`src/rtl/usg_pkg.sv`:
```
package usg_pkg;

    // Angle quotient bits: one full turn plus the carry bit for s == slice_count.
    localparam int QB = 33;
    // CORDIC datapath width, Q2.30 plus headroom.
    localparam int CW = 33;

    localparam logic [CW-1:0] CORDIC_GAIN = CW'(652032874);

    localparam logic [31:0] ATAN [0:23] = '{
        32'h20000000, 32'h12E4051E, 32'h09FB385B, 32'h051111D4, 32'h028B0D43, 32'h0145D7E1,
        32'h00A2F61E, 32'h00517C55, 32'h0028BE53, 32'h00145F2F, 32'h000A2F98, 32'h000517CC,
        32'h00028BE6, 32'h000145F3, 32'h0000A2FA, 32'h0000517D, 32'h000028BE, 32'h0000145F,
        32'h00000A30, 32'h00000518, 32'h0000028C, 32'h00000146, 32'h000000A3, 32'h00000051
    };

    // Register indexes
    localparam logic [1:0] REG_RADIUS = 2'd0;
    localparam logic [1:0] REG_SLICES = 2'd1;
    localparam logic [1:0] REG_STACKS = 2'd2;

    // Corner offsets, bit k = corner k
    localparam logic [5:0] MID_DS = 6'b101100;
    localparam logic [5:0] MID_DT = 6'b100110;
    localparam logic [5:0] BOT_DS = 6'b000100;
    localparam logic [5:0] BOT_DT = 6'b000010;

    typedef struct packed {
        logic       valid;
        logic       bad;
        logic [2:0] corner;
        logic       last;
    } t_tag;

    typedef struct packed {
        logic signed [CW-1:0] x;
        logic signed [CW-1:0] y;
        logic signed [CW-1:0] z;
        logic [1:0]           quad;
    } t_rot;

endpackage

```
`src/rtl/usg_cordic_cell.sv`:
```
// One CORDIC rotation step for both angles.
module usg_cordic_cell #(
    parameter int STAGE = 0
) (
    input  logic          i_clk,
    input  logic          i_rst_n,
    input  logic          i_en,
    input  usg_pkg::t_tag i_tag,
    input  usg_pkg::t_rot i_th,
    input  usg_pkg::t_rot i_ph,
    output usg_pkg::t_tag o_tag,
    output usg_pkg::t_rot o_th,
    output usg_pkg::t_rot o_ph
);
    localparam int CW = usg_pkg::CW;
    localparam logic signed [CW-1:0] ANG = $signed(CW'(usg_pkg::ATAN[STAGE]));

    usg_pkg::t_tag r_tag;
    usg_pkg::t_rot r_th;
    usg_pkg::t_rot r_ph;
    usg_pkg::t_rot n_th;
    usg_pkg::t_rot n_ph;

    always_comb begin
        n_th = i_th;
        n_ph = i_ph;
        if (!i_th.z[CW-1]) begin
            n_th.x = i_th.x - (i_th.y >>> STAGE);
            n_th.y = i_th.y + (i_th.x >>> STAGE);
            n_th.z = i_th.z - ANG;
        end else begin
            n_th.x = i_th.x + (i_th.y >>> STAGE);
            n_th.y = i_th.y - (i_th.x >>> STAGE);
            n_th.z = i_th.z + ANG;
        end
        if (!i_ph.z[CW-1]) begin
            n_ph.x = i_ph.x - (i_ph.y >>> STAGE);
            n_ph.y = i_ph.y + (i_ph.x >>> STAGE);
            n_ph.z = i_ph.z - ANG;
        end else begin
            n_ph.x = i_ph.x + (i_ph.y >>> STAGE);
            n_ph.y = i_ph.y - (i_ph.x >>> STAGE);
            n_ph.z = i_ph.z + ANG;
        end
    end

    always_ff @(posedge i_clk) begin
        if (!i_rst_n)
            r_tag <= '0;
        else if (i_en)
            r_tag <= i_tag;
    end

    always_ff @(posedge i_clk) begin
        if (i_en) begin
            r_th <= n_th;
            r_ph <= n_ph;
        end
    end

    assign o_tag = r_tag;
    assign o_th  = r_th;
    assign o_ph  = r_ph;
endmodule

```
`config.mk`:
```
export PLATFORM = sky130hd
export DESIGN_NAME = usg_cordic_cell
export DESIGN_NICKNAME = d
export VERILOG_FILES = /design/src/rtl/usg_pkg.sv /design/src/rtl/usg_cordic_cell.sv
export SDC_FILE = /design/constraint.sdc
export NUM_CORES = 1
export LEC_CHECK = 0
export ABC_AREA = 1
export BUFFER_PORTS_ARGS = -buffer_cell sky130_fd_sc_hd__buf_4
export CAP_MARGIN = 25
export CELL_PAD_IN_SITES_DETAIL_PLACEMENT = 1
export CELL_PAD_IN_SITES_GLOBAL_PLACEMENT = 2
export CORE_ASPECT_RATIO = 0.9
export CORE_MARGIN = 3
export CORE_UTILIZATION = 30
export DETAILED_ROUTE_END_ITERATION = 10
export MAX_ROUTING_LAYER = met4
export PLACE_DENSITY_LB_ADDON = 0.1
export SKIP_LAST_GASP = 1
export SLEW_MARGIN = 20
export SYNTH_ARGS = -nofsm -noshare
export SYNTH_HDL_FRONTEND = slang
export SYNTH_SLANG_ARGS = --single-unit
```
`constraint.sdc`:
```
create_clock -name i_clk -period 2.4 [get_ports i_clk]
set_clock_uncertainty 0.2 [all_clocks]
set_input_delay 0.36 -clock i_clk [delete_from_list [all_inputs] [get_ports i_clk]]
set_output_delay 0.36 -clock i_clk [all_outputs]
set_load 0.03 [all_outputs]
```
Word level (Yosys, flattened, before mapping)
Cells that the tools add are included.
Widths: inputs -> output; s select.
{"block": "op_classes", "div": 0, "n_mul": 0, "addsub": 10, "shift": 0, "bitwise_logic": 0, "n_mux": 2, "order_cmp": 0, "n_eq_ne": 0, "n_reduce_logical": 0}
{"cell": "$mux 99", "count": 2}
{"cell": "$sub 33x33->33", "count": 4}
{"cell": "$add 33x31->33 const B", "count": 2}
{"cell": "$add 33x33->33", "count": 2}
{"cell": "$sub 33x31->33 const B", "count": 2}
{"block": "word_totals", "mem_bits_rw": 0, "romBits": 0, "n_memories": 0, "reg_bits": 208, "output_inout_bits": 208, "latchBits": 0}

Logic depth before layout (Yosys ltp)
Gate-level depths: netlist of run 1.
{"block": "depth", "ltp_word": 2, "ltp_mapped": 17}

Least setup slack after synthesis of run 1
OpenSTA, ideal clock, no wires.
{"block": "synth_path", "path_type": "input -> register", "from": "input port i_th[35] (netlist bit)", "to": "register r_th (netlist bit o_th[67]), data pin", "path_stages": 15, "t_arrival_ps": 1742, "setup_slack_ps": 204, "path_cell_list": "inv_1 -> ha_1 -> fa_1 -> inv_1 -> nand2_1 -> nand2_1 -> nand2_1 -> nand2_1 -> nand2_1 -> nand2_1 -> nand2_1 -> nand2_1 -> nand2_1 -> nand3_1 -> nand2_1"}
{"element": "start: declaration", "line_no": "usg_cordic_cell.sv:9", "source": "input usg_pkg::t_rot i_th,"}
{"element": "end signal: assignment", "line_no": "usg_cordic_cell.sv:56", "source": "r_th <= n_th;"}
{"element": "end: declaration", "line_no": "usg_cordic_cell.sv:19", "source": "usg_pkg::t_rot r_th;"}

==> run_results.csv, run 1 <==
group,metric,value,unit
setup_path,r2r_start,"o_tag[2]$_SDFFE_PN0P_",
routing,vias,24900,
power,power,16.2,mW
synthesis,yosys-top-cells-area,"edfxtp_1 28%, nand2_1 22%, inv_1 12%",
global_routing,grt_pass1_wl,148000,microns
die,dieArea,75900,sq um
power,peakVddDrop,0.556,mV
hold_path,hp-start,"i_ph[67]",
synthesis,synth_top_cell_by_area,"edfxtp_1",
routing,ant_nets,0,
routing,firstDrtPassIters,5,
layout,drive_gt1_share,23.8,%
timing,max_freq,0.454,GHz
layout,nNetsFinal,4855,
power,p_per_area,516,nW/um^2
timing,setup_viol,0,
routing,drt-initial-drc-count,1264,
layout,final_cell_mix,"1,292 x nand2_1, 944 x buf_4, 688 x inv_1",
die,die_w,290,microns
routing,drt_wl_total,97600,microns
global_routing,grt_max_degree,60,
die,rows,93,
setup_path,slowest_delay,0.41,ns
status,status,"completed",
synthesis,synth_top_area_share,27.6,%
timing,min_period,2.20,ns
timing,tightest_slew,0.793,ns
die,core-area,71800,sq um
routing,wl_met3,5600,microns
power,p_leak,17.6,nW
cts,clkLatencyLatePin,0.59,ns
setup_path,crit_required,2.51,ns
layout,fin_util,43.8,%
flow_run,max-cap-violations,0,
timing,setup_slack,0.200,ns
routing,drcViolationCount,0,
setup_path,cp.arrival,2.31,ns
synthesis,ys_seq_elements,206,
setup_path,reg2reg_depth,3,
die,io_pins,419,
timing,slew_viol_final,0,
layout,final_area,31500,sq um
hold_path,min_path_type,"primary input to register",
routing,wl_per_cell,18.0,microns
layout,num_antenna_cells,0,
global_routing,antenna_found_initial,0,
routing,met1Wirelength,47800,microns
placement,dp_cells,5277,
placement,hpwlAfterDp,82700,microns
setup_path,path_cells,"buf_4 -> inv_1 -> ha_1 -> buf_4 -> nor2_2 -> nand4_1 -> nand2_1 -> nand2_1 -> nand2_1 -> buf_4 -> xor2_1 -> o21ai_0",
cts,clkSinkCount,206,
layout,final_common_cell,"nand2_1",
timing,timing.hold.ws,0.0730,ns
global_routing,first_global_vias,25200,
die,die_h,262,microns
timing,rsz0062_at_grt,"false",
placement,portBuffers,418,
placement,pre_cts_ws,-0.382,ns
setup_path,crit_fanout,9,
setup_path,crit_path_end_kind,"register",
setup_path,critPathKind,"primary input to register",
placement,place_congestion,0.896,
layout,final_cells,5408,
timing,hold_viol,0,
synthesis,synth.distinct_cells,35,
cts,cts_buffer_depth,3,
routing,routed.top_layer,"met4",
timing,max_slew_margin,47.1,%
synthesis,yosys_warnings,0,
synthesis,syn-num-nets,3875,
layout,syn2layout_area_growth,44.4,%
placement,place_area,29800,sq um
synthesis,ys_seq_area_share,28.1,%
routing,wl_met2,42700,microns
synthesis,syn_area,21800,sq um
synthesis,synthCells,3460,
setup_path,r2r_setup_slack,0.97,ns
hold_path,worst_hold_path.endpoint,"o_ph[100]$_DFFE_PP_",
hold_path,min_delay_path_depth,5,
synthesis,syn_avg_cell_area,6.30,sq um
cts,cts_tree,"built",
setup_path,slowest_stage,"ha_1",
timing,fin_tns_setup,0,ns
global_routing,track_usage,25.7,%
global_routing,grt_overflow,0,
cts,cts_buffers,27,
setup_path,r2r_end,"o_tag[2]$_SDFFE_PN0P_",
routing,via_per_inst,4.60,
timing,post-route-period-util,91.7,%
setup_path,start_kind,"primary input",
cts,cts-root-buf,"clkbuf_16",
die,initial_core_util,30.4,%
cts,cts_htree_levels,1,
cts,path_clk_slew,0.06,ns
==> state kept, by name, indices dropped and copies added, names as in the netlist <==
register and flops:
o_tag 6, o_th 100, o_ph 100
==> layout make-up <==
type                       count  area, sq um
multi-input combinational   2467        12500
sequential                   206         6130
inverter                     699         2620
tap                          950         1190
clock inverter                18          168
timing repair buffer        1039         8140
clock buffer                  29          683
fill                        9455        40300
==> cells in the mapped netlist <==
master,number
o21ai_0,76
nor2_1,216
a31oi_1,8
o22ai_1,8
nand4_1,31
fa_1,8
nand3_1,317
dfxtp_1,6
nor3_1,12
buf_2,36
a21o_1,2
nor2_4,4
a21oi_1,148
nand3b_1,2
nor4_2,2
nor2_2,17
nand2_2,22
o21a_1,12
ha_1,196
a211oi_1,2
inv_1,688
xor2_1,50
buf_6,5
edfxtp_1,200
o21ai_1,4
nand2_1,1292
a21oi_2,2
o31ai_1,4
o21bai_1,22
nor3_2,6
clkbuf_1,23
clkinv_1,2
inv_2,9
buf_4,24
and3_1,4
==> where the power goes <==
part / leakage (nW) / switching (mW) / total (mW) / internal, mW
combinational: 15.2 / 4.52 / 7.44 / 2.92
clock: 0.408 / 1.81 / 4.09 / 2.28
sequential: 2.01 / 0.206 / 4.71 / 4.51
total: 17.6 / 6.54 / 16.2 / 9.71
==> worst max-delay path by stage <==
stage                     startpoint            endpoint  slack [ns]  cells after the start
after floorplan             i_th[35]  o_th[67]$_DFFE_PP_        0.20                     15
after global placement      i_th[35]  o_th[65]$_DFFE_PP_       -0.32                     13
after detailed placement    i_th[41]  o_th[51]$_DFFE_PP_       -0.38                     12
after CTS                   i_th[41]  o_th[51]$_DFFE_PP_        0.25                     12
after global routing        i_ph[35]  o_ph[59]$_DFFE_PP_        0.02                     16
final                       i_th[41]  o_th[51]$_DFFE_PP_        0.20                     12
==> critical path, delay by kind of cell <==
kind	cells	cell delay, ns
adder cells (fa/ha/maj)	1	0.41
AO/OA/AOI/OAI	1	0.11
XOR/XNOR	1	0.16
buffers and inverters	4	0.47
AND/OR/NAND/NOR	5	0.79
==> kinds of logic after synthesis <==
logic type | count (synthesis) | synth area share (%)
buffers and inverters | 787 | 14.3
xor gates and xnor gates | 50 | 2.01
adders and majority gates | 204 | 12.0
and+or+nand+nor | 1925 | 36.3
DFF | 206 | 28.1
AOI/OAI and AO/OA | 288 | 7.22
==> what timing repair did <==
action,4_1_cts,5_1_grt
buffers inserted,0,0
endpoints found under the hold margin,92,0
gates resized for setup,0,0
hold buffers,84,0
==> per-layer routing <==
layer	up-vias	track usage (%)
li1	12600	-
met5	-	-
met4	0	3.93
met3	67	4.26
met1	11600	35.6
met2	552	40.3
(Power assumes the default switching activity.)
==> run 2, diff against run 1 <==
- REMOVE_ABC_BUFFERS: not set -> 1
==> run_results.csv, run 2 (same netlist as run 1, synthesis figures left out) <==
group,metric,value,unit
layout,regArea,6130,sq um
layout,final_cell_mix,"1,292 x nand2_1, 931 x buf_4, 688 x inv_1",
cts,cts_htree_levels,1,
die,die_h,262,microns
timing,slew_viol_final,0,
setup_path,crit_required,2.56,ns
power,p_int,9.66,mW
timing,setup_viol,0,
routing,via_per_inst,4.52,
power,peakVddDrop,0.556,mV
setup_path,r2r_start,"o_tag[5]$_SDFFE_PN0P_",
routing,vias,24400,
die,die_w,290,microns
die,dieArea,75900,sq um
die,io_pins,419,
setup_path,start_kind,"primary input",
placement,place_congestion,0.904,
power,combPwrFrac,45.2,%
timing,tightest_slew,0.428,ns
placement,hpwlAfterDp,79200,microns
die,core-area,71800,sq um
layout,final_area,31400,sq um
die,rows,93,
setup_path,cp-startpoint,"i_ph[35]",
global_routing,first_global_vias,25800,
power,swShare,40.0,%
routing,wl_per_cell,17.5,microns
global_routing,track_usage,24.9,%
layout,final_common_cell,"nand2_1",
setup_path,critPathKind,"primary input to register",
cts,cts-root-buf,"clkbuf_16",
routing,drt-initial-drc-count,913,
power,p_leak,17.5,nW
layout,nNetsFinal,4842,
status,status,"completed",
cts,path_clk_slew,0.07,ns
cts,cts_buffers,28,
layout,syn2layout_area_growth,44.0,%
layout,multi_input_area,12500,sq um
routing,firstDrtPassIters,5,
placement,portBuffers,418,
routing,drcViolationCount,0,
global_routing,grt_max_degree,60,
power,switchingPower,6.44,mW
routing,drt_wl_total,94400,microns
layout,nFillCells,9370,
cts,clkSinkCount,206,
setup_path,crit_path_end_kind,"register",
timing,min_period,2.19,ns
power,p_per_area,513,nW/um^2
global_routing,antenna_found_initial,0,
hold_path,min_path_type,"primary input to register",
power,seqPwrFrac,29.1,%
setup_path,cp.arrival,2.36,ns
layout,num_antenna_cells,0,
routing,ant_nets,0,
layout,drive_gt1_share,23.6,%
power,p_clk_share,25.7,%
timing,rsz0062_at_grt,"false",
timing,post-route-period-util,91.5,%
timing,timing.hold.ws,0.0537,ns
cts,clkLatencyLatePin,0.61,ns
global_routing,grt_pass1_wl,144000,microns
global_routing,grt_overflow,0,
cts,cts_tree,"built",
setup_path,crit_fanout,3,
placement,place_area,29700,sq um
hold_path,hp-start,"i_ph[67]",
cts,ctsResizeCount,0,
die,initial_core_util,30.4,%
flow_run,max-cap-violations,0,
cts,cts_buffer_depth,3,
timing,hold_viol,0,
timing,max_freq,0.456,GHz
timing,max_slew_margin,71.5,%
[run 2: worst paths after layout]
kind / cells after the start / endpoint / slack (ns)
hold reg to reg: 3 / o_tag[4]$_SDFFE_PN0P_ / 0.85
setup reg to reg: 3 / o_tag[5]$_SDFFE_PN0P_ / 0.99
hold / removal: 5 / o_ph[67]$_DFFE_PP_ / 0.05
setup / recovery: 13 / o_ph[65]$_DFFE_PP_ / 0.21
[run 2: per-layer routing]
layer / global-route usage, % / vias up / wire length, microns
met2: 45.5 / 321 / 48400
met5: - / - / 0
met1: 30.1 / 11400 / 41400
met4: 5.82 / 0 / 2410
li1: - / 12600 / -
met3: 1.66 / 92 / 2210
[run 2: worst max-delay path: stages]
cell and delay, ns:
buf_4 0.12, ha_1 0.22, fa_1 0.45, nand2_1 0.10, nand2_1 0.15, nand3_1 0.12
nand2_1 0.09, nand2_1 0.10, nand3_1 0.19, nand2_1 0.16, nand3_1 0.12, nand3_1 0.11
nand2_1 0.06
[run 2: area by class of cell]
cell class              count  share of cell area, %
clock buffers              33                   2.29
clock inverters            19                  0.506
inverters                 699                   8.36
multi-input cells        2467                   39.9
flip-flops and latches    206                   19.5
well taps                 950                   3.79
repair buffers           1025                   25.6
[run 2: repair_timing]
item | CTS | global route
setup buffers | 0 | 0
hold buffers | 83 | 0
endpoints found under the hold margin | 90 | 0
[run 2: through the flow]
step	power, mW	util [%]	cells	TNS, ns	setup WS [ns]
2_1_floorplan	8.37	-	3372	-1.48	-0.315
6_report	16.1	43.7	5399	0	0.205
5_1_grt	17.1	43.7	5399	0	0.00486
3_5_place_dp	11.9	41.3	5264	-27.13	-0.410
3_3_place_gp	11.9	41.3	5264	-24.21	-0.384
4_1_cts	16.3	43.7	5399	0	0.235
[run 2: power groups by stage]
| stage | Sequential, mW | Clock (mW) | Combinational (mW) |
|---|---|---|---|
| 2_1_floorplan | 5.59 | 0 | 2.79 |
| 3_5_place_dp | 4.76 | 0 | 7.18 |
| 3_3_place_gp | 4.75 | 0 | 7.11 |
| 6_report | 4.69 | 4.14 | 7.27 |
| 5_1_grt | 4.73 | 4.38 | 8.01 |
| 4_1_cts | 4.69 | 4.27 | 7.33 |
