File: config.mk
export PLATFORM = sky130hd
export DESIGN_NAME = usg_div_cell
export DESIGN_NICKNAME = d
export VERILOG_FILES = /design/src/rtl/usg_pkg.sv /design/src/rtl/usg_div_cell.sv
export SDC_FILE = /design/constraint.sdc
export NUM_CORES = 1
export LEC_CHECK = 0
export BUFFER_PORTS_ARGS = -buffer_cell sky130_fd_sc_hd__buf_2
export CAP_MARGIN = 5
export CORE_MARGIN = 8
export CORE_UTILIZATION = 49
export DETAILED_ROUTE_END_ITERATION = 8
export PLACE_DENSITY_LB_ADDON = 0.1
export REMOVE_ABC_BUFFERS = 1
export SKIP_LAST_GASP = 1
export SLEW_MARGIN = 20
export SYNTH_ARGS = -nofsm -noshare
export SYNTH_HDL_FRONTEND = slang
export SYNTH_SLANG_ARGS = --single-unit
File: constraint.sdc
create_clock -name i_clk -period 4.85 [get_ports i_clk]
set_input_delay 0.2425 -clock i_clk [delete_from_list [all_inputs] [get_ports i_clk]]
set_output_delay 0.2425 -clock i_clk [all_outputs]
set_load 0.01 [all_outputs]
File: src/rtl/usg_pkg.sv
package usg_pkg;

    // Angle quotient bits: one full turn plus the carry bit for s == slice_count.
    localparam int QB = 33;
    // CORDIC datapath width, Q2.30 plus headroom.
    localparam int CW = 33;

    localparam logic [CW-1:0] CORDIC_GAIN = CW'(652032874);

    localparam logic [31:0] ATAN [0:23] = '{
        32'h20000000, 32'h12E4051E, 32'h09FB385B, 32'h051111D4, 32'h028B0D43, 32'h0145D7E1,
        32'h00A2F61E, 32'h00517C55, 32'h0028BE53, 32'h00145F2F, 32'h000A2F98, 32'h000517CC,
        32'h00028BE6, 32'h000145F3, 32'h0000A2FA, 32'h0000517D, 32'h000028BE, 32'h0000145F,
        32'h00000A30, 32'h00000518, 32'h0000028C, 32'h00000146, 32'h000000A3, 32'h00000051
    };

    // Register indexes
    localparam logic [1:0] REG_RADIUS = 2'd0;
    localparam logic [1:0] REG_SLICES = 2'd1;
    localparam logic [1:0] REG_STACKS = 2'd2;

    // Corner offsets, bit k = corner k
    localparam logic [5:0] MID_DS = 6'b101100;
    localparam logic [5:0] MID_DT = 6'b100110;
    localparam logic [5:0] BOT_DS = 6'b000100;
    localparam logic [5:0] BOT_DT = 6'b000010;

    typedef struct packed {
        logic       valid;
        logic       bad;
        logic [2:0] corner;
        logic       last;
    } t_tag;

    typedef struct packed {
        logic signed [CW-1:0] x;
        logic signed [CW-1:0] y;
        logic signed [CW-1:0] z;
        logic [1:0]           quad;
    } t_rot;

endpackage

File: src/rtl/usg_div_cell.sv
// One restoring-division step for the theta and phi angle quotients.
module usg_div_cell #(
    parameter int IB = 10,
    parameter int DW = IB + 33
) (
    input  logic          i_clk,
    input  logic          i_rst_n,
    input  logic          i_en,
    input  logic [IB-1:0] i_div_th,
    input  logic [IB-1:0] i_div_ph,
    input  usg_pkg::t_tag i_tag,
    input  logic [DW-1:0] i_th,
    input  logic [DW-1:0] i_ph,
    output usg_pkg::t_tag o_tag,
    output logic [DW-1:0] o_th,
    output logic [DW-1:0] o_ph
);
    localparam int QB = usg_pkg::QB;

    usg_pkg::t_tag r_tag;
    logic [DW-1:0] r_th;
    logic [DW-1:0] r_ph;
    logic [DW-1:0] n_th;
    logic [DW-1:0] n_ph;
    logic [IB:0]   rem_th;
    logic [IB:0]   rem_ph;
    logic [IB:0]   dif_th;
    logic [IB:0]   dif_ph;

    always_comb begin
        rem_th = {i_th[DW-1:QB], i_th[QB-1]};
        rem_ph = {i_ph[DW-1:QB], i_ph[QB-1]};
        dif_th = rem_th - {1'b0, i_div_th};
        dif_ph = rem_ph - {1'b0, i_div_ph};
        if (rem_th >= {1'b0, i_div_th})
            n_th = {dif_th[IB-1:0], i_th[QB-2:0], 1'b1};
        else
            n_th = {rem_th[IB-1:0], i_th[QB-2:0], 1'b0};
        if (rem_ph >= {1'b0, i_div_ph})
            n_ph = {dif_ph[IB-1:0], i_ph[QB-2:0], 1'b1};
        else
            n_ph = {rem_ph[IB-1:0], i_ph[QB-2:0], 1'b0};
    end

    always_ff @(posedge i_clk) begin
        if (!i_rst_n)
            r_tag <= '0;
        else if (i_en)
            r_tag <= i_tag;
    end

    always_ff @(posedge i_clk) begin
        if (i_en) begin
            r_th <= n_th;
            r_ph <= n_ph;
        end
    end

    assign o_tag = r_tag;
    assign o_th  = r_th;
    assign o_ph  = r_ph;
endmodule

Word-level counts from Yosys, hierarchy flattened
Index checks and enable logic that the tools add are counted.

Shifts and indexed selects: 0. Divide/modulo/power cells: 0. Reductions and logical operators: 0. $lt $le $gt $ge: 2. Multiplexer cells: 2. $mul: 0. Equality and inequality tests: 0. Bitwise logic cells: 0. $add $sub $neg: 2.

Operators with widths (count): $mux 43 (2); $ge 11x10->1 (2); $sub 10x10->10 (2).

Memory bits (writable): 0. Latch bits: 0. Bits of input ports: 115. Word-level logic and storage cells: 12. Output and inout port bits: 92. Register bits: 92. Memory bits (read-only): 0. Memories kept: 0.

Longest topological paths before layout
Gate-level depths: netlist (run 1).

Word-level depth: 2. Gate-level depth with buffers: 9. Mapped depth without buffers: 9.

Worst setup path after synthesis (run 1)
OpenSTA, ideal clock, no wires.

Kind: input -> register. Start: in i_th[32]. End: reg r_th[41], in the netlist o_th[41] (data pin). Required time: 4.590 ns. Cell stages on the path: 9. Setup time: 0.260 ns. Path buffers: 0. Arrival time: 1.840 ns. Slack: 2.750 ns. Path through: inv_1 > ha_1 > inv_1 > fa_1 > a211oi_1 > o21bai_1 > a221oi_1 > xnor2_1 > mux2_4.

Word-level cells in the longest chain between the ends: 2. Elaborated cells between the ends (all ways): 3. Those cells by class: 1 x add/sub; 1 x order compare; 1 x mux.

RTL lines: start: declaration (line usg_div_cell.sv:12) `input logic [DW-1:0] i_th,`; $sub 10x10->10 or $ge 11x10->1 (tied branches) (line usg_div_cell.sv:33, usg_div_cell.sv:35); $mux 43 (*) (line usg_div_cell.sv:35) `if (rem_th >= {1'b0, i_div_th})`; named net n_th[41] (line usg_div_cell.sv:23) `logic [DW-1:0] n_th;`; end signal: assignment (line usg_div_cell.sv:54) `r_th <= n_th;`; end: declaration (line usg_div_cell.sv:21) `logic [DW-1:0] r_th;`.

Mark *: on every way through the listed nets, which the timed path passes. The rest lies on a longest branch. A chain may end at the register's enable or synchronous reset.

Worst setup path after layout (run 1)
Ends and elaborated chain as after synthesis.

==> run summary, run 1 <==
Family with the most delay on the worst path: compound AO/OA/AOI/OAI gates
I/O Buffers: 206
Critical path type: input pin to flip-flop
Final hold violations: 0
Leakage: 0.00250 uW
R2R cell count: 2
Largest family of logic cells by synthesized area: multiplexers
Cts bufs inserted: 9
Slew HR: 54.5%
Levels on crit path: 10
Vias in the first global route: 2,958
Switching Share: 26.8%
Cell taking the most area after synthesis: edfxtp_1
Post-Route Utilization: 66.7%
Sequential-to-total area share from yosys stat: 66.8%
Chip Width: 107 microns
Internal cell power: 1330 uW
GRT Total Usage: 18.0%
Largest net degree at the start of global routing: 56
Yosys reg bits: 92
Antenna fix cells: 0
Crit Path Max Fanout: 3
Layout area overhead: 33.4%
Sequential cell fraction of total power: 53.6%
Worst-margin pin slew: 682 ps
Post-Synth Simple-Gate Area: 4.92%
Clk_skew: 0 ps
H-Tree Depth: 3
Setup TNS: 0 ps
Asr flop ratio synth: 0%
Netlist cell types: 37
F_max: 505 MHz
Rows: 33
Clock latency on the worst-skew pair: 350 ps
Critical path origin: i_th[32]
Total power draw: 1820 uW
Synth Area in Compound Gates: 7.55%
Global-route wire length before repair: 15,900 microns
Sink Count: 92
Power density cells: 337 mW/mm^2
Core area: 0.00809 sq mm
CP most frequent cell: inv_1
Max VDD drop: 175 uV
Final Setup Violations: 0
Postcts setup bufs: 0
Initial antenna violation count: 0
Post-route ant nets: 0
Status: finished, final reports clean
Yosys warns: 0
Synth Area in XOR/XNOR: 3.03%
Overflow after GRT: 0
EDFF count, synth: 86
Arr. time, crit path: 2090 ps
Data required, critical path: 4960 ps
Hpwl dp: 8640 microns
Clk network pwr share: 26.1%
Final Net Count: 610
Layout cells sized above 1: 52.1%
WL final: 10,600 microns
Clock transition at path regs: 100 ps
R2R setup slack: 4240 ps
Mean post-synth cell area: 15.8 sq um
Slew Viols, Final: 0
Detailed-route via count: 2,795
Pre-Repair DR Iteration Count: 4
Hold_buf cts: 0
Worst Setup Start Kind: input pin
Filler cells: 648
Count leader, synth: edfxtp_1
Post_cts resized: 0
GPL Wtd Cong: 0.747
Setup crit end kind: flip-flop
Setup crit end: o_th[41]$_DFFE_PP_
Synth Area in Adders: 7.18%
Ranking of synthesized cells by area: edfxtp_1, ha_1, mux2_4, dfxtp_1, inv_1
CTS tree: built
Net Sw Power: 487 uW
First DRT Iteration DRCs: 137
Largest incremental delay on the critical path: 420 ps
Clock Tree Root: clkbuf_8
Synth top cells by count: edfxtp_1, inv_1, ha_1
Pre-CTS WS: 2510 ps
Max Cap Violations: 0
Min Tclk post-route: 1980 ps
Post-Syn Instances: 256
Buf/Inv on CP: 3
Synth top area share: 63.9%
Residual DRC count: 0
Post-Syn Area: 0.00404 sq mm
Initial Utilization: 50.0%
Vias per cell: 4.79
Unrepaired setup endpoints after global routing: no
Die Y: 107 microns
Die ar.: 0.0114 sq mm
Top Ports: 207
Hold WS: 61.3 ps
WL/cell: 18.1 microns
Setup ws final: 2870 ps
Mux cell area share after synthesis: 7.74%
Period utilization: 40.8%
R2R Path Start: o_tag[5]$_SDFFE_PN0P_
Primary FF master, synth: edfxtp_1
Max Buffers Root-to-Sink: 2
Crit Reg-Reg Endpoint: o_tag[5]$_SDFFE_PN0P_
CP max stage cell: fa_1
Hold crit path type: input pin to flip-flop
Comb power frac: 20.3%
Worst-path cell chain: buf_2, inv_1, ha_1, inv_1, fa_1, a211oi_1, o21bai_1, a221oi_1, xnor2_1, mux2_4
==> per-layer routing <==
layer,vias up,part of all wire (%),global-route usage [%]
met4,0,0.29,4.22
met1,1279,39,20.6
li1,1386,-,-
met5,-,0,0
met2,126,51,31.7
met3,4,9.5,6.36
==> final cells by class <==
type / instances / area, sq um / area share (%)
clock buffer: 9 / 124 / 2.30
timing repair buffer: 207 / 1040 / 19.3
tap: 105 / 131 / 2.43
sequential: 92 / 2700 / 50.1
multi-input combinational: 137 / 1230 / 22.8
clock inverter: 7 / 60.1 / 1.11
inverter: 26 / 108 / 1.99
==> cell usage in the layout, fill, tap and decap left out, types with 4 or more instances in the layout <==
| master | count |
|---|---|
| xor2_1 | 4 |
| buf_2 | 205 |
| dfxtp_1 | 6 |
| clkbuf_8 | 9 |
| ha_1 | 20 |
| nor2_1 | 7 |
| nand2_1 | 10 |
| a21oi_1 | 10 |
| mux2i_1 | 8 |
| inv_1 | 24 |
| a21o_1 | 5 |
| edfxtp_1 | 86 |
| xnor2_1 | 10 |
| mux2_4 | 14 |
| nor2b_1 | 7 |
| o21ai_0 | 4 |
==> power by group through the flow <==
stage / sequential, uW / combinational (uW) / clock [uW]
final: 974 / 368 / 475
after CTS: 975 / 376 / 492
after detailed placement: 992 / 374 / 0
after global routing: 981 / 403 / 523
after global placement: 989 / 366 / 0
after floorplan: 1040 / 159 / 0
==> through the flow <==
| step | cell area, sq um | instances |
|---|---|---|
| 3_3_place_gp | 5210 | 567 |
| 3_5_place_dp | 5210 | 567 |
| 2_1_floorplan | 4040 | 255 |
| 4_1_cts | 5400 | 583 |
| 5_1_grt | 5400 | 583 |
| 6_report | 5400 | 583 |
==> worst reg2reg max path: stages (launching register included) <==
cell     delay [ps]
dfxtp_1         330
mux2i_1         130
nor2b_1          60
==> worst min path at each step <==
stage / endpoint / slack, ps / cells after the start / startpoint
3_3_place_gp: o_th[29]$_DFFE_PP_ / 420 / 1 / i_th[28]
2_1_floorplan: o_ph[10]$_DFFE_PP_ / 340 / 0 / i_ph[9]
5_1_grt: o_th[30]$_DFFE_PP_ / 30 / 1 / i_th[29]
4_1_cts: o_th[30]$_DFFE_PP_ / 40 / 1 / i_th[29]
6_report: o_th[2]$_DFFE_PP_ / 60 / 1 / i_th[1]
3_5_place_dp: o_th[2]$_DFFE_PP_ / 420 / 1 / i_th[1]
==> cells by family (layout without fill, tap and decap cells) <==
group,count (synthesis),in the layout
buffers and inverters,27,249
DFF,92,92
adders and majority gates,22,22
AOI/OAI and AO/OA,40,40
and+or+nand+nor,37,37
xor gates and xnor gates,14,14
muxes,24,24
==> registers in the layout, indices dropped and copies added (netlist names) <==
| signal | count |
|---|---|
| o_ph | 43 |
| o_tag | 6 |
| o_th | 43 |
Note: power is estimated with default switching activity, not from simulation.
==> run 2, diff against run 1 <==
Settings changed: CORE_UTILIZATION 49 to 46.
Clock period 4.85 ns to 2 ns, I/O delays scaled along.
==> run 2 against run 1 <==
- die area is 5.5% higher
- sequential power is 140% higher
- combinational power grew to 2.9 times the previous value
- sequential share of layout area is 7.3 points lower
- worst setup slack worse by 2700 ps
- cell area is 17% higher
- non-clock buffer count is 93 higher
- critical path type unchanged
- critical endpoint unchanged
- largest power group unchanged
- highest routed layer unchanged
==> run summary, run 2 (same netlist as run 1, synthesis figures left out) <==
Layout area overhead: 56.1%
CTS tree: built
WL/cell: 17.1 microns (-5.6%)
Clock Tree Root: clkbuf_8
Post-route ant nets: 0 (unchanged)
Worst-path cell chain: buf_2, inv_1, ha_1, inv_1, fa_1, a211oi_1, o21bai_1, a221oi_1, xnor2_1, mux2_4
Slew HR: 66.1% (+12 points)
Top Ports: 207 (unchanged)
Finished layout cell area: 0.00631 sq mm (+17%)
Detailed-route via count: 3,194 (+14%)
Buf/Inv on CP: 3 (unchanged)
Hold crit path type: input pin to flip-flop
Post-Route Utilization: 73.1% (+6.4 points)
Data required, critical path: 2100 ps (-2860 ps)
WL final: 11,600 microns (+10%)
Pre-Repair DR Iteration Count: 4 (unchanged)
Vias per cell: 4.70 (-2.0%)
Worst-margin pin slew: 508 ps (-174 ps)
Power density cells: 747 mW/mm^2 (+120%)
Period utilization: 91.5%
Vias in the first global route: 3,395 (+15%)
CP most frequent cell: inv_1
Post_cts resized: 0 (unchanged)
Die ar.: 0.0120 sq mm (+5.5%)
Family with the most delay on the worst path: compound AO/OA/AOI/OAI gates
Residual DRC count: 0 (unchanged)
GPL Wtd Cong: 0.757 (+1.4%)
Rows: 34 (+3.0%)
Unrepaired setup endpoints after global routing: no
Commonest non-fill, non-tap cells in the layout: buf_2, edfxtp_1, dlygate4sd3_1
I/O Buffers: 206 (unchanged)
Crit Path Max Fanout: 2 (-1)
Postcts setup bufs: 0 (unchanged)
CP max stage cell: fa_1
Min Tclk post-route: 1830 ps
Wl on met1: 4340 microns (+4.3%)
Die Y: 110 microns (+2.7%)
Max Buffers Root-to-Sink: 2 (unchanged)
Final Net Count: 703 (+15%)
Cts bufs inserted: 9 (unchanged)
H-Tree Depth: 3 (unchanged)
Clock latency on the worst-skew pair: 340 ps (about the same)
GRT Total Usage: 19.0% (+0.91 points)
Status: finished, final reports clean
Clock transition at path regs: 100 ps (about the same)
Core area: 0.00864 sq mm (+6.7%)
Total power draw: 4710 uW (+160%)
F_max: 547 MHz
DR WL met2: 5740 microns (+7.1%)
Filler cells: 602 (-7.1%)
Setup crit end kind: flip-flop
Overflow after GRT: 0 (unchanged)
Final hold violations: 0 (unchanged)
Hpwl dp: 8530 microns (-1.2%)
Setup ws final: 171 ps (-2700 ps)
Placed cell area: 0.00542 sq mm (+3.9%)
Reg area: 0.00270 sq mm (unchanged)
Most common cell after layout, fill and taps aside: buf_2
Worst Setup Start Kind: input pin
Clk_skew: 0 ps (unchanged)
Largest incremental delay on the critical path: 400 ps (-20 ps)
Chip Width: 110 microns (+2.7%)
Layout cells sized above 1: 47.8% (-4.3 points)
Max VDD drop: 463 uV (+160%)
Top Layer Used: met4
Global-route wire length before repair: 17,400 microns (+9.5%)
Max Cap Violations: 0 (unchanged)
Pre-CTS WS: -191 ps (-2700 ps)
Multi-input gate area: 0.00123 sq mm (unchanged)
Slew Viols, Final: 0 (unchanged)
Leakage: 0.00292 uW (+17%)
Initial antenna violation count: 1 (+1)
Initial Utilization: 46.8% (-3.1 points)
Largest net degree at the start of global routing: 93 (+66%)
Hold WS: 21.3 ps (-40.1 ps)
Met3 wire length: 1210 microns (+20%)
Sink Count: 92 (unchanged)
Critical path type: input pin to flip-flop
Arr. time, crit path: 1930 ps (-160 ps)
First DRT Iteration DRCs: 96 (-30%)
Final Setup Violations: 0 (unchanged)
run 2: cell count changes in the layout (fill, tap and decap cells not counted):
cell,before,now
dlygate4sd3_1,0,68
buf_4,2,26
clkbuf_16,0,2
buf_12,0,1
clkbuf_1,0,1
clkinv_2,1,0
clkinvlp_4,2,1
diode_2,0,1
inv_8,2,1
run 2: metal layers:
| metal | GRT usage (%) | vias to the layer above |
|---|---|---|
| met1 | 20.3 | 1453 |
| li1 | - | 1579 |
| met4 | 7.81 | 0 |
| met2 | 33.5 | 142 |
| met3 | 6.39 | 20 |
| met5 | 0 | - |
run 2: through the flow:
stage / setup TNS (ps) / cells
6_report: 0 / 680
5_1_grt: 0 / 680
4_1_cts: 0 / 679
3_5_place_dp: -430 / 595
3_3_place_gp: -236 / 595
2_1_floorplan: 0 / 255
run 2: final timing paths:
path | startpoint | to | slack [ps] | cells past startpoint
setup / recovery | i_th[32] | o_th[41]$_DFFE_PP_ | 170 | 10
hold / removal | i_tag[2] | o_tag[2]$_SDFFE_PN0P_ | 20 | 3
setup reg to reg | o_tag[3]$_SDFFE_PN0P_ | o_tag[3]$_SDFFE_PN0P_ | 1310 | 2
hold reg to reg | o_tag[1]$_SDFFE_PN0P_ | o_tag[1]$_SDFFE_PN0P_ | 520 | 2
run 2: power by group:
group	switching, uW	internal (uW)
clock network	653	620
logic	502	578
registers	43.3	2320
run 2: cell type report:
cell class,instances,share of cell area [%]
tap,108,2.14
sequential,92,42.8
timing repair buffer,300,30.4
clock buffer,12,2.81
clock inverter,4,0.575
inverter,26,1.70
multi-input combinational,137,19.5
antenna,1,0.0396
run 2: worst reg2reg max path: stages (launching register included):
cell and delay (ps):
dfxtp_1 370, mux2i_1 80, nor2b_1 160
run 2: timing repair:
item                       4_1_cts  5_1_grt
hold endpoints to repair        68        0
hold buffers                    68        0
setup endpoints to repair        0        0
