## src/rtl/usg_pkg.sv

```systemverilog
package usg_pkg;

    // Angle quotient bits: one full turn plus the carry bit for s == slice_count.
    localparam int QB = 33;
    // CORDIC datapath width, Q2.30 plus headroom.
    localparam int CW = 33;

    localparam logic [CW-1:0] CORDIC_GAIN = CW'(652032874);

    localparam logic [31:0] ATAN [0:23] = '{
        32'h20000000, 32'h12E4051E, 32'h09FB385B, 32'h051111D4, 32'h028B0D43, 32'h0145D7E1,
        32'h00A2F61E, 32'h00517C55, 32'h0028BE53, 32'h00145F2F, 32'h000A2F98, 32'h000517CC,
        32'h00028BE6, 32'h000145F3, 32'h0000A2FA, 32'h0000517D, 32'h000028BE, 32'h0000145F,
        32'h00000A30, 32'h00000518, 32'h0000028C, 32'h00000146, 32'h000000A3, 32'h00000051
    };

    // Register indexes
    localparam logic [1:0] REG_RADIUS = 2'd0;
    localparam logic [1:0] REG_SLICES = 2'd1;
    localparam logic [1:0] REG_STACKS = 2'd2;

    // Corner offsets, bit k = corner k
    localparam logic [5:0] MID_DS = 6'b101100;
    localparam logic [5:0] MID_DT = 6'b100110;
    localparam logic [5:0] BOT_DS = 6'b000100;
    localparam logic [5:0] BOT_DT = 6'b000010;

    typedef struct packed {
        logic       valid;
        logic       bad;
        logic [2:0] corner;
        logic       last;
    } t_tag;

    typedef struct packed {
        logic signed [CW-1:0] x;
        logic signed [CW-1:0] y;
        logic signed [CW-1:0] z;
        logic [1:0]           quad;
    } t_rot;

endpackage

```

## src/rtl/usg_seq.sv

```systemverilog
// Cell to corner sequencer: one corner per cycle while i_en is high, builds the angle dividends.
module usg_seq #(
    parameter int IB = 10,
    parameter int DW = IB + 33
) (
    input  logic            i_clk,
    input  logic            i_rst_n,
    input  logic            i_en,
    input  logic [IB-1:0]   i_slices,
    input  logic [IB-1:0]   i_stacks,
    input  logic            i_valid,
    input  logic [IB-1:0]   i_slice,
    input  logic [IB-1:0]   i_stack,
    output logic            o_ready,
    output usg_pkg::t_tag   o_tag,
    output logic [DW-1:0]   o_th,
    output logic [DW-1:0]   o_ph
);
    logic          r_busy;
    logic [IB-1:0] r_i;
    logic [IB-1:0] r_j;
    logic [2:0]    r_k;
    logic [2:0]    r_n;
    logic          r_bot;
    logic          r_bad;
    usg_pkg::t_tag r_tag;
    logic [DW-1:0] r_th;
    logic [DW-1:0] r_ph;

    logic          last_k;
    logic          accept;
    logic          in_bad;
    logic          ds;
    logic          dt;
    logic [IB:0]   s;
    logic [IB:0]   t;

    assign last_k  = (r_k == r_n - 3'd1);
    assign o_ready = i_en && (!r_busy || last_k);
    assign accept  = i_valid && o_ready;
    assign in_bad  = (i_slice >= i_slices) || (i_stack >= i_stacks);

    always_comb begin
        ds = r_bot ? usg_pkg::BOT_DS[r_k] : usg_pkg::MID_DS[r_k];
        dt = r_bot ? usg_pkg::BOT_DT[r_k] : usg_pkg::MID_DT[r_k];
        s  = {1'b0, r_i} + (IB+1)'(ds);
        t  = {1'b0, r_j} + (IB+1)'(dt);
    end

    always_ff @(posedge i_clk) begin
        if (!i_rst_n) begin
            r_busy <= 1'b0;
            r_tag  <= '0;
        end else if (i_en) begin
            if (accept) begin
                r_busy <= 1'b1;
                r_k    <= 3'd0;
                r_i    <= i_slice;
                r_j    <= i_stack;
                r_bad  <= in_bad;
                r_bot  <= (i_stack != '0) && (i_stack == i_stacks - IB'(1));
                if (in_bad)
                    r_n <= 3'd1;
                else if ((i_stack == '0) || (i_stack == i_stacks - IB'(1)))
                    r_n <= 3'd3;
                else
                    r_n <= 3'd6;
            end else if (r_busy && last_k) begin
                r_busy <= 1'b0;
            end else if (r_busy) begin
                r_k <= r_k + 3'd1;
            end
            r_tag.valid  <= r_busy;
            r_tag.bad    <= r_bad;
            r_tag.corner <= r_bad ? 3'd0 : r_k;
            r_tag.last   <= last_k && !r_bad;
        end
    end

    always_ff @(posedge i_clk) begin
        if (i_en) begin
            r_th <= {s, 32'd0} + DW'(i_slices >> 1);
            r_ph <= {1'b0, t, 31'd0} + DW'(i_stacks >> 1);
        end
    end

    assign o_tag = r_tag;
    assign o_th  = r_th;
    assign o_ph  = r_ph;
endmodule

```

## config.mk

```make
export PLATFORM = sky130hd
export DESIGN_NAME = usg_seq
export DESIGN_NICKNAME = d
export VERILOG_FILES = /design/src/rtl/usg_pkg.sv /design/src/rtl/usg_seq.sv
export SDC_FILE = /design/constraint.sdc
export NUM_CORES = 1
export LEC_CHECK = 0
export BUFFER_PORTS_ARGS = -buffer_cell sky130_fd_sc_hd__buf_2
export CAP_MARGIN = 25
export CELL_PAD_IN_SITES_DETAIL_PLACEMENT = 1
export CELL_PAD_IN_SITES_GLOBAL_PLACEMENT = 2
export CORE_MARGIN = 5
export CORE_UTILIZATION = 29
export CTS_CLUSTER_DIAMETER = 120
export DETAILED_ROUTE_END_ITERATION = 7
export MAX_ROUTING_LAYER = met4
export PLACE_DENSITY = 0.79
export RECOVER_POWER = 100
export SYNTH_ARGS = -nofsm -noshare
export SYNTH_HDL_FRONTEND = slang
export SYNTH_SLANG_ARGS = --single-unit
```

## constraint.sdc

```tcl
create_clock -name i_clk -period 3 [get_ports i_clk]
set_input_delay 0.45 -clock i_clk [delete_from_list [all_inputs] [get_ports i_clk]]
set_output_delay 0.45 -clock i_clk [all_outputs]
set_load 0.01 [all_outputs]
```

Word level (Yosys, flattened, before mapping)
Memories as Yosys holds them, arrays and structs flattened. A register that Yosys moved wholly into a read port is not among the register bits.
Cells that the tools add are included.

word-level totals
  flip-flop bits (word level) = 121
  ROM bits = 32
  input bits = 44
  output and inout bits = 93
  word-level logic and storage cells = 67
  memories kept = 4

operators by class
  add/sub/neg operators = 7
  $lt $le $gt $ge = 3
  equality and inequality tests = 3
  multiplexer cells = 20
  reductions and logical operators = 17

memory list
  memory           words  bits a word  rd ports  clocked after Yosys merged registers in  wr ports  RTL line       source
  (no name shown)  8      1            1         1                                        0         usg_seq.sv:45  dt = r_bot ? usg_pkg::BOT_DT[r_k] : usg_pkg::MID_DT[r_k];
  (no name shown)  8      1            1         1                                        0         usg_seq.sv:45
  (no name shown)  8      1            1         1                                        0         usg_seq.sv:44  ds = r_bot ? usg_pkg::BOT_DS[r_k] : usg_pkg::MID_DS[r_k];
  (no name shown)  8      1            1         1                                        0         usg_seq.sv:44

operators by type and width
  cell                   number
  $add 42x9->43          1
  $add 43x9->43          1
  $mux 3                 12
  $add 10x1->11          2
  $ge 10x10->1           2
  $eq 10x10->1           1
  $logic_not 10->1       1
  $reduce_bool 10->1     1
  $sub 10x1->10 const B  1
  $mux 1                 8
  $logic_and 1x1->1      5
  $lt 3x4->1 const B     1
  $reduce_and 4->1       1
  $reduce_bool 2->1      2
  $add 3x1->3 const B    1
  $eq 3x3->1             1
  $logic_or 1x1->1       3
  $reduce_and 3->1       1
  $sub 3x1->3 const B    1
  $logic_not 1->1        2
  $ne 2x2->1 const B     1
  $reduce_and 2->1       1

Depth between registers and ports, before layout
Gate-level depths: netlist (run 1).

  depth in word-level cells = 8
  gate-level depth with buffers = 10
  depth with buffers taken out = 10

Least setup slack after synthesis (run 1)
Ideal clock, no wire load.

  path type = reg2reg
  start point = register r_n[0]
  end point = register r_bad (enable)
  library setup time = 0.407 ns
  arrival = 2.530 ns
  required time = 2.593 ns
  path slack = 0.063 ns
  stages on the path, launching flop included = 9
  period minus slack after synthesis = 2.937 ns
  path through = edfxtp_1 -> inv_1 -> ha_1 -> xor2_1 -> nand2_1 -> o21ai_2 -> and2_1 -> nand2_1 -> nor2_1

on the way
  longest elaborated chain between the ends = 6

ends and longest elaborated chain
  element                            RTL line       source
  start: declaration                 usg_seq.sv:23  logic [2:0] r_n;
  start signal: assignment           usg_seq.sv:63  r_n <= 3'd1;
  start signal: assignment           usg_seq.sv:65  r_n <= 3'd3;
  start signal: assignment           usg_seq.sv:67  r_n <= 3'd6;
  $sub 3x1->3                        usg_seq.sv:38  assign last_k = (r_k == r_n - 3'd1);
  $eq 3x3->1                         usg_seq.sv:38
  $logic_or 1x1->1                   usg_seq.sv:39  assign o_ready = i_en && (!r_busy || last_k);
  $logic_and 1x1->1                  usg_seq.sv:39
  named net o_ready                  usg_seq.sv:14  output logic o_ready,
  $logic_and 1x1->1                  usg_seq.sv:40  assign accept = i_valid && o_ready;
  $reduce_and 3->1 (no source line)  --
  end signal: assignment             usg_seq.sv:60  r_bad <= in_bad;
  end: declaration                   usg_seq.sv:25  logic r_bad;

The timed path passes the listed nets, and every way through them passes these cells.
A chain may end at the register's enable or synchronous reset.

Final worst setup path (run 1)
  start point = register r_n[0]
  end point = register r_i[3] (enable)

on the way
  longest elaborated chain between the ends = 6

ends and longest elaborated chain
  element                            RTL line       source
  $sub 3x1->3                        usg_seq.sv:38
  $eq 3x3->1                         usg_seq.sv:38
  $logic_or 1x1->1                   usg_seq.sv:39
  $logic_and 1x1->1                  usg_seq.sv:39
  $logic_and 1x1->1                  usg_seq.sv:40
  $reduce_and 3->1 (no source line)  --
  end signal: assignment             usg_seq.sv:58  r_i <= i_slice;
  end: declaration                   usg_seq.sv:20  logic [IB-1:0] r_i;

Every way passes these cells.

==> report_table.html, run 1 <==
<table>
<tr><th>Metric</th><th>Value</th></tr>
<tr><th colspan="2">Timing</th></tr>
<tr><td>Count of final max-slew check failures</td><td>0</td></tr>
<tr><td>Total negative slack</td><td>0 ns</td></tr>
<tr><td>Shortest clock period the worst path allows after layout</td><td>2.523 ns</td></tr>
<tr><td>Peak clock frequency supported by timing</td><td>396.3 MHz</td></tr>
<tr><td>Final period utilization</td><td>84.11%</td></tr>
<tr><td>Fin. Hold Viols</td><td>0</td></tr>
<tr><td>Actual slew at the worst max-slew pin</td><td>1.482 ns</td></tr>
<tr><td>Relative max-transition margin</td><td>1.190%</td></tr>
<tr><td>RSZ-0062 raised after global routing</td><td>false</td></tr>
<tr><td>Skew final</td><td>0.004622 ns</td></tr>
<tr><td>Total setup violations reported at the end of the flow</td><td>0</td></tr>
<tr><th colspan="2">Power and ir drop</th></tr>
<tr><td>Total Power</td><td>0.002577 W</td></tr>
<tr><td>Net switching power figure</td><td>0.0006239 W</td></tr>
<tr><td>Lkg Pwr</td><td>1.896 nW</td></tr>
<tr><td>Switching share of total power</td><td>24.21%</td></tr>
<tr><td>Cell Pwr Density</td><td>538.8 mW/mm^2</td></tr>
<tr><td>Part of the power in the clock network</td><td>39.8%</td></tr>
<tr><td>VDD IR-drop max</td><td>0.2699 mV</td></tr>
<tr><td>Part of the power in combinational logic</td><td>11.0%</td></tr>
<tr><td>Internal cell power</td><td>0.001954 W</td></tr>
<tr><td>Share of power burned in registers</td><td>49.2%</td></tr>
<tr><th colspan="2">Drt</th></tr>
<tr><td>Initial detailed-routing violation count</td><td>77</td></tr>
<tr><td>Detail-routed net length per standard cell</td><td>14.89 microns</td></tr>
<tr><td>Number of remaining DRC errors</td><td>0</td></tr>
<tr><td>Final antenna-violating net count</td><td>0</td></tr>
<tr><td>First-pass iteration count of the detailed router</td><td>4</td></tr>
<tr><td>Vias after detailed routing</td><td>2716</td></tr>
<tr><td>Vias per Instance</td><td>4.332</td></tr>
<tr><td>Total Wirelength</td><td>9.335 mm</td></tr>
<tr><th colspan="2">Worst setup path</th></tr>
<tr><td>Critical path buffers and inverters</td><td>2</td></tr>
<tr><td>Slowest-stage cell, CP</td><td>clkbuf_2</td></tr>
<tr><td>Worst reg2reg startpoint</td><td>r_n[0]</td></tr>
<tr><td>Startpoint of the worst setup timing path</td><td>r_n[0]</td></tr>
<tr><td>CP cell instances</td><td>inv_1, ha_1, xor2_1, nand2_1, o21ai_2, and2_1, nand2_1, nor2_2, clkbuf_2</td></tr>
<tr><td>Crit path kind</td><td>flip-flop to flip-flop</td></tr>
<tr><td>Crit path top cell by count</td><td>nand2_1</td></tr>
<tr><td>Category of cells accounting for the largest share of critical-path delay</td><td>buffers and inverters</td></tr>
<tr><td>Worst Path Arrival</td><td>2.49 ns</td></tr>
<tr><td>Worst-path maximum fanout</td><td>25</td></tr>
<tr><td>Delay of the slowest cell on the worst path</td><td>0.50 ns</td></tr>
<tr><td>Required time of the critical path</td><td>2.97 ns</td></tr>
<tr><td>Kind of end point of the critical path</td><td>flip-flop</td></tr>
<tr><td>Critical path startpoint category</td><td>flip-flop</td></tr>
<tr><th colspan="2">GRT</th></tr>
<tr><td>Wire length of the first global-routing pass</td><td>14.78 mm</td></tr>
<tr><td>Total routing resource utilization after global routing</td><td>11.82%</td></tr>
<tr><td>Overflow left after global routing</td><td>0</td></tr>
<tr><td>Number of antenna violations at the first check in global routing</td><td>1</td></tr>
<tr><td>Largest net degree at the start of global routing</td><td>26</td></tr>
<tr><td>Via count of the first global-routing pass</td><td>2891</td></tr>
<tr><th colspan="2">Logic synthesis</th></tr>
<tr><td>Number of synthesis warnings</td><td>0</td></tr>
<tr><td>Netlist cell types</td><td>44</td></tr>
<tr><td>Count of flip-flops with a built-in enable after synthesis</td><td>68</td></tr>
<tr><td>Number of standard cells after synthesis</td><td>339</td></tr>
<tr><td>Fraction of the yosys area taken by sequential cells</td><td>54.92%</td></tr>
<tr><td>Post-Syn Area</td><td>0.004119 sq mm</td></tr>
<tr><td>Asr flop ratio synth</td><td>0%</td></tr>
<tr><td>Total of flip-flops plus latches after synthesis</td><td>79</td></tr>
<tr><td>Post-synthesis area per instance</td><td>12.15 sq um</td></tr>
<tr><td>Most instantiated flip-flop cell in the synthesis netlist</td><td>edfxtp_1</td></tr>
<tr><th colspan="2">Final layout</th></tr>
<tr><td>Final design area excluding fillers</td><td>0.004783 sq mm</td></tr>
<tr><td>Share of post-route cells with drive strength above 1</td><td>5.605%</td></tr>
<tr><td>Total of fill cells in the finished design</td><td>1590</td></tr>
<tr><td>Commonest non-fill, non-tap cell in the layout</td><td>clkbuf_1</td></tr>
<tr><td>Layout Cells excl Fill</td><td>627</td></tr>
<tr><td>Post-route core utilization</td><td>34.46%</td></tr>
<tr><td>Net total in the final layout</td><td>513</td></tr>
<tr><td>Commonest cells after routing, fill and taps aside</td><td>88 x clkbuf_1, 68 x edfxtp_1, 46 x conb_1</td></tr>
<tr><td>Layout overhead on the synthesized area</td><td>16.13%</td></tr>
<tr><th colspan="2">Hold path</th></tr>
<tr><td>Type of the worst min-delay path</td><td>input pin to flip-flop</td></tr>
<tr><td>Startpoint of the tightest hold check path</td><td>i_slices[6]</td></tr>
<tr><th colspan="2">Clock tree</th></tr>
<tr><td>Hold-fix buffers, CTS</td><td>0</td></tr>
<tr><td>Clock net sink count</td><td>79</td></tr>
<tr><td>Number of setup buffers added after CTS</td><td>0</td></tr>
<tr><td>CTS tree</td><td>yes</td></tr>
<tr><td>Htree depth</td><td>3</td></tr>
<tr><td># resized after CTS</td><td>0</td></tr>
<tr><td>Clock-pin slew of the registers on the worst-case setup and hold paths</td><td>0.06 ns</td></tr>
<tr><td>TritonCTS Buffers</td><td>9</td></tr>
<tr><td>Insertion delay to the later sink of the worst-skew pair</td><td>0.33 ns</td></tr>
<tr><td>Clk Tree Root Cell</td><td>clkbuf_16</td></tr>
<tr><td>Clock buffer depth</td><td>2</td></tr>
<tr><th colspan="2">Placement</th></tr>
<tr><td>Number of placed instances, taps included</td><td>610</td></tr>
<tr><td>Area after DPL</td><td>0.004639 sq mm</td></tr>
<tr><td>Number of I/O port buffers</td><td>90</td></tr>
<tr><td>Routability congestion estimate</td><td>0.7681</td></tr>
<tr><td>Half-perimeter wire length of the detailed placement result</td><td>7.573 mm</td></tr>
<tr><th colspan="2">Run status</th></tr>
<tr><td>Status</td><td>completed</td></tr>
<tr><th colspan="2">Floorplan</th></tr>
<tr><td>Effective utilization at floorplan</td><td>29.67%</td></tr>
<tr><td>Vertical die dimension</td><td>129.2 microns</td></tr>
<tr><td>I/O pin total</td><td>137</td></tr>
<tr><td>X dimension of the die</td><td>129.2 microns</td></tr>
<tr><td>FP Rows</td><td>43</td></tr>
<tr><td>Die area</td><td>0.01669 sq mm</td></tr>
<tr><td>Core area</td><td>0.01388 sq mm</td></tr>
<tr><th colspan="2">Job</th></tr>
<tr><td>MaxCap Viol Count</td><td>0</td></tr>
</table>
[through the flow]
| stage | worst slack [ns] | hold WS (ns) |
|---|---|---|
| 2_1_floorplan | 0.06300 | 0.4731 |
| 3_3_place_gp | 0.6453 | 0.4948 |
| 3_5_place_dp | 0.6055 | 0.5079 |
| 4_1_cts | 0.5982 | 0.2944 |
| 5_1_grt | 0.2360 | 0.2981 |
| 6_report | 0.4766 | 0.3056 |
[flip-flops by register name, indices dropped and copies added, names as in the netlist, named ones only]
name and count:
o_ph 20, o_th 20, r_i 10, r_j 10
o_tag 6, r_k 3, r_n 3, r_bad 1
r_bot 1, r_busy 1
[synthesized netlist by cell type, types with 2 or more instances]
library cell / instances / share of area (%)
edfxtp_1: 68 / 50
buf_4: 46 / 8.4
ha_1: 28 / 8.5
inv_1: 28 / 2.6
xnor2_1: 18 / 3.8
nand3_1: 15 / 1.8
a21oi_1: 13 / 1.6
nor2_1: 12 / 1.1
dfxtp_1: 11 / 5.3
nor2b_1: 11 / 1.7
xor2_1: 11 / 2.3
nand2_1: 8 / 0.73
a21o_1: 7 / 1.3
and3_1: 7 / 1.1
nor3_1: 6 / 0.73
nand2b_1: 5 / 0.76
a211oi_1: 4 / 0.73
mux2i_1: 4 / 0.97
o21ai_0: 3 / 0.36
or4_1: 3 / 0.55
a211o_1: 2 / 0.43
a31oi_1: 2 / 0.30
mux2_2: 2 / 0.55
nand4_1: 2 / 0.30
o211ai_1: 2 / 0.36
o21a_1: 2 / 0.36
o21ai_1: 2 / 0.24
[path summary, 6_finish.rpt]
path                            endpoint  slack, ns  depth (start not counted)
worst min register to register    r_busy       0.52                          2
worst max-delay path              r_i[3]       0.48                          9
worst max register to register    r_i[3]       0.48                          9
worst min-delay path             o_th[5]       0.31                          1
[cell families (layout without fill, tap and decap cells)]
logic type / count (synthesis) / after routing / synth area share (%)
other: 1 / 47 / 0.09104
xor gates and xnor gates: 29 / 29 / 6.166
and+or+nand+nor: 79 / 79 / 11.09
AOI/OAI and AO/OA: 42 / 42 / 6.683
muxes: 6 / 6 / 1.519
buffers and inverters: 75 / 137 / 11.03
DFF: 79 / 79 / 54.92
adders and majority gates: 28 / 28 / 8.506
[power by group through the flow]
| stage | sequential [W] | clock [W] | combinational (W) |
|---|---|---|---|
| 2_1_floorplan | 0.00131 | 0 | 0.000193 |
| 3_3_place_gp | 0.00129 | 0 | 0.000298 |
| 3_5_place_dp | 0.00129 | 0 | 0.000309 |
| 4_1_cts | 0.00127 | 0.00105 | 0.000311 |
| 5_1_grt | 0.00127 | 0.00111 | 0.000326 |
| 6_report | 0.00127 | 0.00103 | 0.000283 |
[layer usage]
metal / share of wire [%] / routed length (microns) / GRT usage (%) / vias up
met3: 6.5 / 607 / 3.298 / 15
met1: 45 / 4218 / 14.80 / 1297
li1: - / - / - / 1319
met5: 0 / 0 / - / -
met2: 46 / 4313 / 18.29 / 85
met4: 2.1 / 195 / 4.385 / 0
[final cells by class]
class / instances / area [sq um] / area share [%]
repair buffers: 93 / 357.8 / 7.481
multi-input cells: 230 / 1553 / 32.46
well taps: 180 / 225.2 / 4.708
inverters: 28 / 105.1 / 2.197
flip-flops and latches: 79 / 2262 / 47.29
clock inverters: 4 / 20.02 / 0.4185
diodes: 1 / 2.502 / 0.05231
clock buffers: 12 / 257.7 / 5.388
No activity file was read; power rests on OpenSTA's default activity.
==> run 2, diff against run 1 <==
==> constraint.sdc (replaced) <==
create_clock -name i_clk -period 2.3 [get_ports i_clk]
set_input_delay 0.345 -clock i_clk [delete_from_list [all_inputs] [get_ports i_clk]]
set_output_delay 0.345 -clock i_clk [all_outputs]
set_load 0.01 [all_outputs]
==> run 2 against run 1 <==
Compared with the run above: die area stayed put; worst setup slack worse by 0.36 ns; wire length is 0.25% lower; core utilization is 0.52 points higher; sequential share of layout area is 0.71 points lower; non-clock buffer count is 5 higher; clock-buffer cell count is 2 lower; flip-flop and latch count stayed put; critical path depth is 2 lower; design area is 1.5% higher; largest cell class unchanged.
==> report_table.html, run 2 (synthesis results as in run 1) <==
<table>
<tr><th>Metric</th><th>Value</th></tr>
<tr><th colspan="2">Run status</th></tr>
<tr><td>Status</td><td>completed</td></tr>
<tr><th colspan="2">Placement</th></tr>
<tr><td>Area after DPL</td><td>0.004695 sq mm</td></tr>
<tr><td>Number of I/O port buffers</td><td>90</td></tr>
<tr><td>Half-perimeter wire length of the detailed placement result</td><td>7.396 mm</td></tr>
<tr><td>Number of placed instances, taps included</td><td>615</td></tr>
<tr><td>Routability congestion estimate</td><td>0.7611</td></tr>
<tr><th colspan="2">Clock tree</th></tr>
<tr><td>Clock-pin slew of the registers on the worst-case setup and hold paths</td><td>0.06 ns</td></tr>
<tr><td>Hold-fix buffers, CTS</td><td>0</td></tr>
<tr><td>Clock net sink count</td><td>79</td></tr>
<tr><td>Htree depth</td><td>3</td></tr>
<tr><td># resized after CTS</td><td>0</td></tr>
<tr><td>Insertion delay to the later sink of the worst-skew pair</td><td>0.33 ns</td></tr>
<tr><td>CTS tree</td><td>yes</td></tr>
<tr><td>Number of setup buffers added after CTS</td><td>0</td></tr>
<tr><td>Clk Tree Root Cell</td><td>clkbuf_16</td></tr>
<tr><td>TritonCTS Buffers</td><td>9</td></tr>
<tr><td>Clock buffer depth</td><td>2</td></tr>
<tr><th colspan="2">Worst setup path</th></tr>
<tr><td>Critical path buffers and inverters</td><td>2</td></tr>
<tr><td>CP cell instances</td><td>inv_1, ha_1, xor2_1, nand2_1, o21ai_2, and2_1, buf_2</td></tr>
<tr><td>Critical path startpoint category</td><td>flip-flop</td></tr>
<tr><td>Slowest-stage cell, CP</td><td>edfxtp_1</td></tr>
<tr><td>Kind of end point of the critical path</td><td>primary output</td></tr>
<tr><td>Worst-path maximum fanout</td><td>3</td></tr>
<tr><td>Required time of the critical path</td><td>1.96 ns</td></tr>
<tr><td>Delay of the slowest cell on the worst path</td><td>0.38 ns</td></tr>
<tr><td>Worst Path Arrival</td><td>1.83 ns</td></tr>
<tr><td>Category of cells accounting for the largest share of critical-path delay</td><td>flip-flops</td></tr>
<tr><td>Crit path kind</td><td>flip-flop to primary output</td></tr>
<tr><th colspan="2">Timing</th></tr>
<tr><td>Final period utilization</td><td>94.78%</td></tr>
<tr><td>Total setup violations reported at the end of the flow</td><td>0</td></tr>
<tr><td>Worst slack on hold paths</td><td>0.2021 ns</td></tr>
<tr><td>Fin. Hold Viols</td><td>0</td></tr>
<tr><td>Count of final max-slew check failures</td><td>0</td></tr>
<tr><td>Total negative slack</td><td>0 ns</td></tr>
<tr><td>Peak clock frequency supported by timing</td><td>458.7 MHz</td></tr>
<tr><td>RSZ-0062 raised after global routing</td><td>false</td></tr>
<tr><td>Relative max-transition margin</td><td>38.13%</td></tr>
<tr><td>Actual slew at the worst max-slew pin</td><td>0.9280 ns</td></tr>
<tr><td>Skew final</td><td>0.005703 ns</td></tr>
<tr><td>Shortest clock period the worst path allows after layout</td><td>2.180 ns</td></tr>
<tr><th colspan="2">GRT</th></tr>
<tr><td>Met3 global-route usage</td><td>2.927%</td></tr>
<tr><td>Wire length of the first global-routing pass</td><td>14.54 mm</td></tr>
<tr><td>Global routing usage on met1</td><td>14.56%</td></tr>
<tr><td>Layer with the highest usage after global routing</td><td>met2</td></tr>
<tr><td>Overflow left after global routing</td><td>0</td></tr>
<tr><td>Number of antenna violations at the first check in global routing</td><td>0</td></tr>
<tr><td>Largest net degree at the start of global routing</td><td>31</td></tr>
<tr><td>Total routing resource utilization after global routing</td><td>11.58%</td></tr>
<tr><td>Met2 demand-to-capacity share in global routing</td><td>18.35%</td></tr>
<tr><td>Via count of the first global-routing pass</td><td>2889</td></tr>
<tr><th colspan="2">Drt</th></tr>
<tr><td>Vias per Instance</td><td>4.349</td></tr>
<tr><td>Final antenna-violating net count</td><td>0</td></tr>
<tr><td>Total Wirelength</td><td>9.312 mm</td></tr>
<tr><td>Initial detailed-routing violation count</td><td>106</td></tr>
<tr><td>Vias after detailed routing</td><td>2744</td></tr>
<tr><td>Detail-routed net length per standard cell</td><td>14.76 microns</td></tr>
<tr><td>First-pass iteration count of the detailed router</td><td>4</td></tr>
<tr><td>Number of remaining DRC errors</td><td>0</td></tr>
<tr><th colspan="2">Final layout</th></tr>
<tr><td>Net total in the final layout</td><td>518</td></tr>
<tr><td>Total of fill cells in the finished design</td><td>1591</td></tr>
<tr><td>Final design area excluding fillers</td><td>0.004856 sq mm</td></tr>
<tr><td>Post-route core utilization</td><td>34.98%</td></tr>
<tr><td>Final antenna diode count</td><td>0</td></tr>
<tr><td>Commonest non-fill, non-tap cell in the layout</td><td>clkbuf_1</td></tr>
<tr><td>Commonest cells after routing, fill and taps aside</td><td>85 x clkbuf_1, 68 x edfxtp_1, 46 x conb_1</td></tr>
<tr><td>Layout overhead on the synthesized area</td><td>17.89%</td></tr>
<tr><td>Layout Cells excl Fill</td><td>631</td></tr>
<tr><td>Share of post-route cells with drive strength above 1</td><td>7.761%</td></tr>
<tr><th colspan="2">Floorplan</th></tr>
<tr><td>FP Rows</td><td>43</td></tr>
<tr><td>Vertical die dimension</td><td>129.2 microns</td></tr>
<tr><td>Die area</td><td>0.01669 sq mm</td></tr>
<tr><td>Core area</td><td>0.01388 sq mm</td></tr>
<tr><td>I/O pin total</td><td>137</td></tr>
<tr><td>X dimension of the die</td><td>129.2 microns</td></tr>
<tr><td>Effective utilization at floorplan</td><td>29.67%</td></tr>
<tr><th colspan="2">Power and ir drop</th></tr>
<tr><td>Cell Pwr Density</td><td>708.7 mW/mm^2</td></tr>
<tr><td>VDD IR-drop max</td><td>0.3660 mV</td></tr>
<tr><td>Lkg Pwr</td><td>1.927 nW</td></tr>
<tr><th colspan="2">Job</th></tr>
<tr><td>MaxCap Viol Count</td><td>0</td></tr>
<tr><th colspan="2">Hold path</th></tr>
<tr><td>Type of the worst min-delay path</td><td>input pin to flip-flop</td></tr>
</table>
run 2: cell count changes in the layout (fill, tap and decap cells not counted), sizes merged:
cell      previous run  this run
diode                1         0
clkbuf              99        96
clkinv               4         1
buf                  6        12
inv                 28        32
clkinvlp             0         1
run 2: final timing paths:
kind	cells after the start	endpoint	slack [ns]	from
max	7	o_ready	0.12	r_n[0]
min	1	o_th[0]	0.20	i_slices[1]
max reg2reg	9	r_i[0]	0.12	r_n[0]
min reg2reg	2	r_busy	0.51	r_busy
run 2: per-layer routing:
metal / up-vias / share of wire (%) / wire (microns)
met2: 88 / 48 / 4462
met5: - / 0 / 0
met1: 1316 / 45 / 4171
li1: 1329 / - / -
met4: 0 / 1.3 / 123
met3: 11 / 6.0 / 555
run 2: per-stage QoR:
step	setup WS, ns	power [W]
3_3_place_gp	0.02918	0.002085
2_1_floorplan	0.01007	0.001959
3_5_place_dp	0.09003	0.002097
4_1_cts	0.09980	0.003520
5_1_grt	0.0009481	0.003612
6_report	0.1200	0.003441
run 2: power by group:
group          internal (W)  switching (W)
Clock              0.000811       0.000598
Sequential          0.00163      0.0000257
Combinational      0.000134       0.000244
Total               0.00257       0.000868
run 2: area by class of cell:
class / count / area [sq um] / share of cell area (%)
inverters: 28 / 105.1 / 2.164
well taps: 180 / 225.2 / 4.638
clock buffers: 10 / 250.2 / 5.153
flip-flops and latches: 79 / 2262 / 46.59
clock inverters: 6 / 48.80 / 1.005
multi-input cells: 230 / 1572 / 32.36
repair buffers: 98 / 392.9 / 8.091
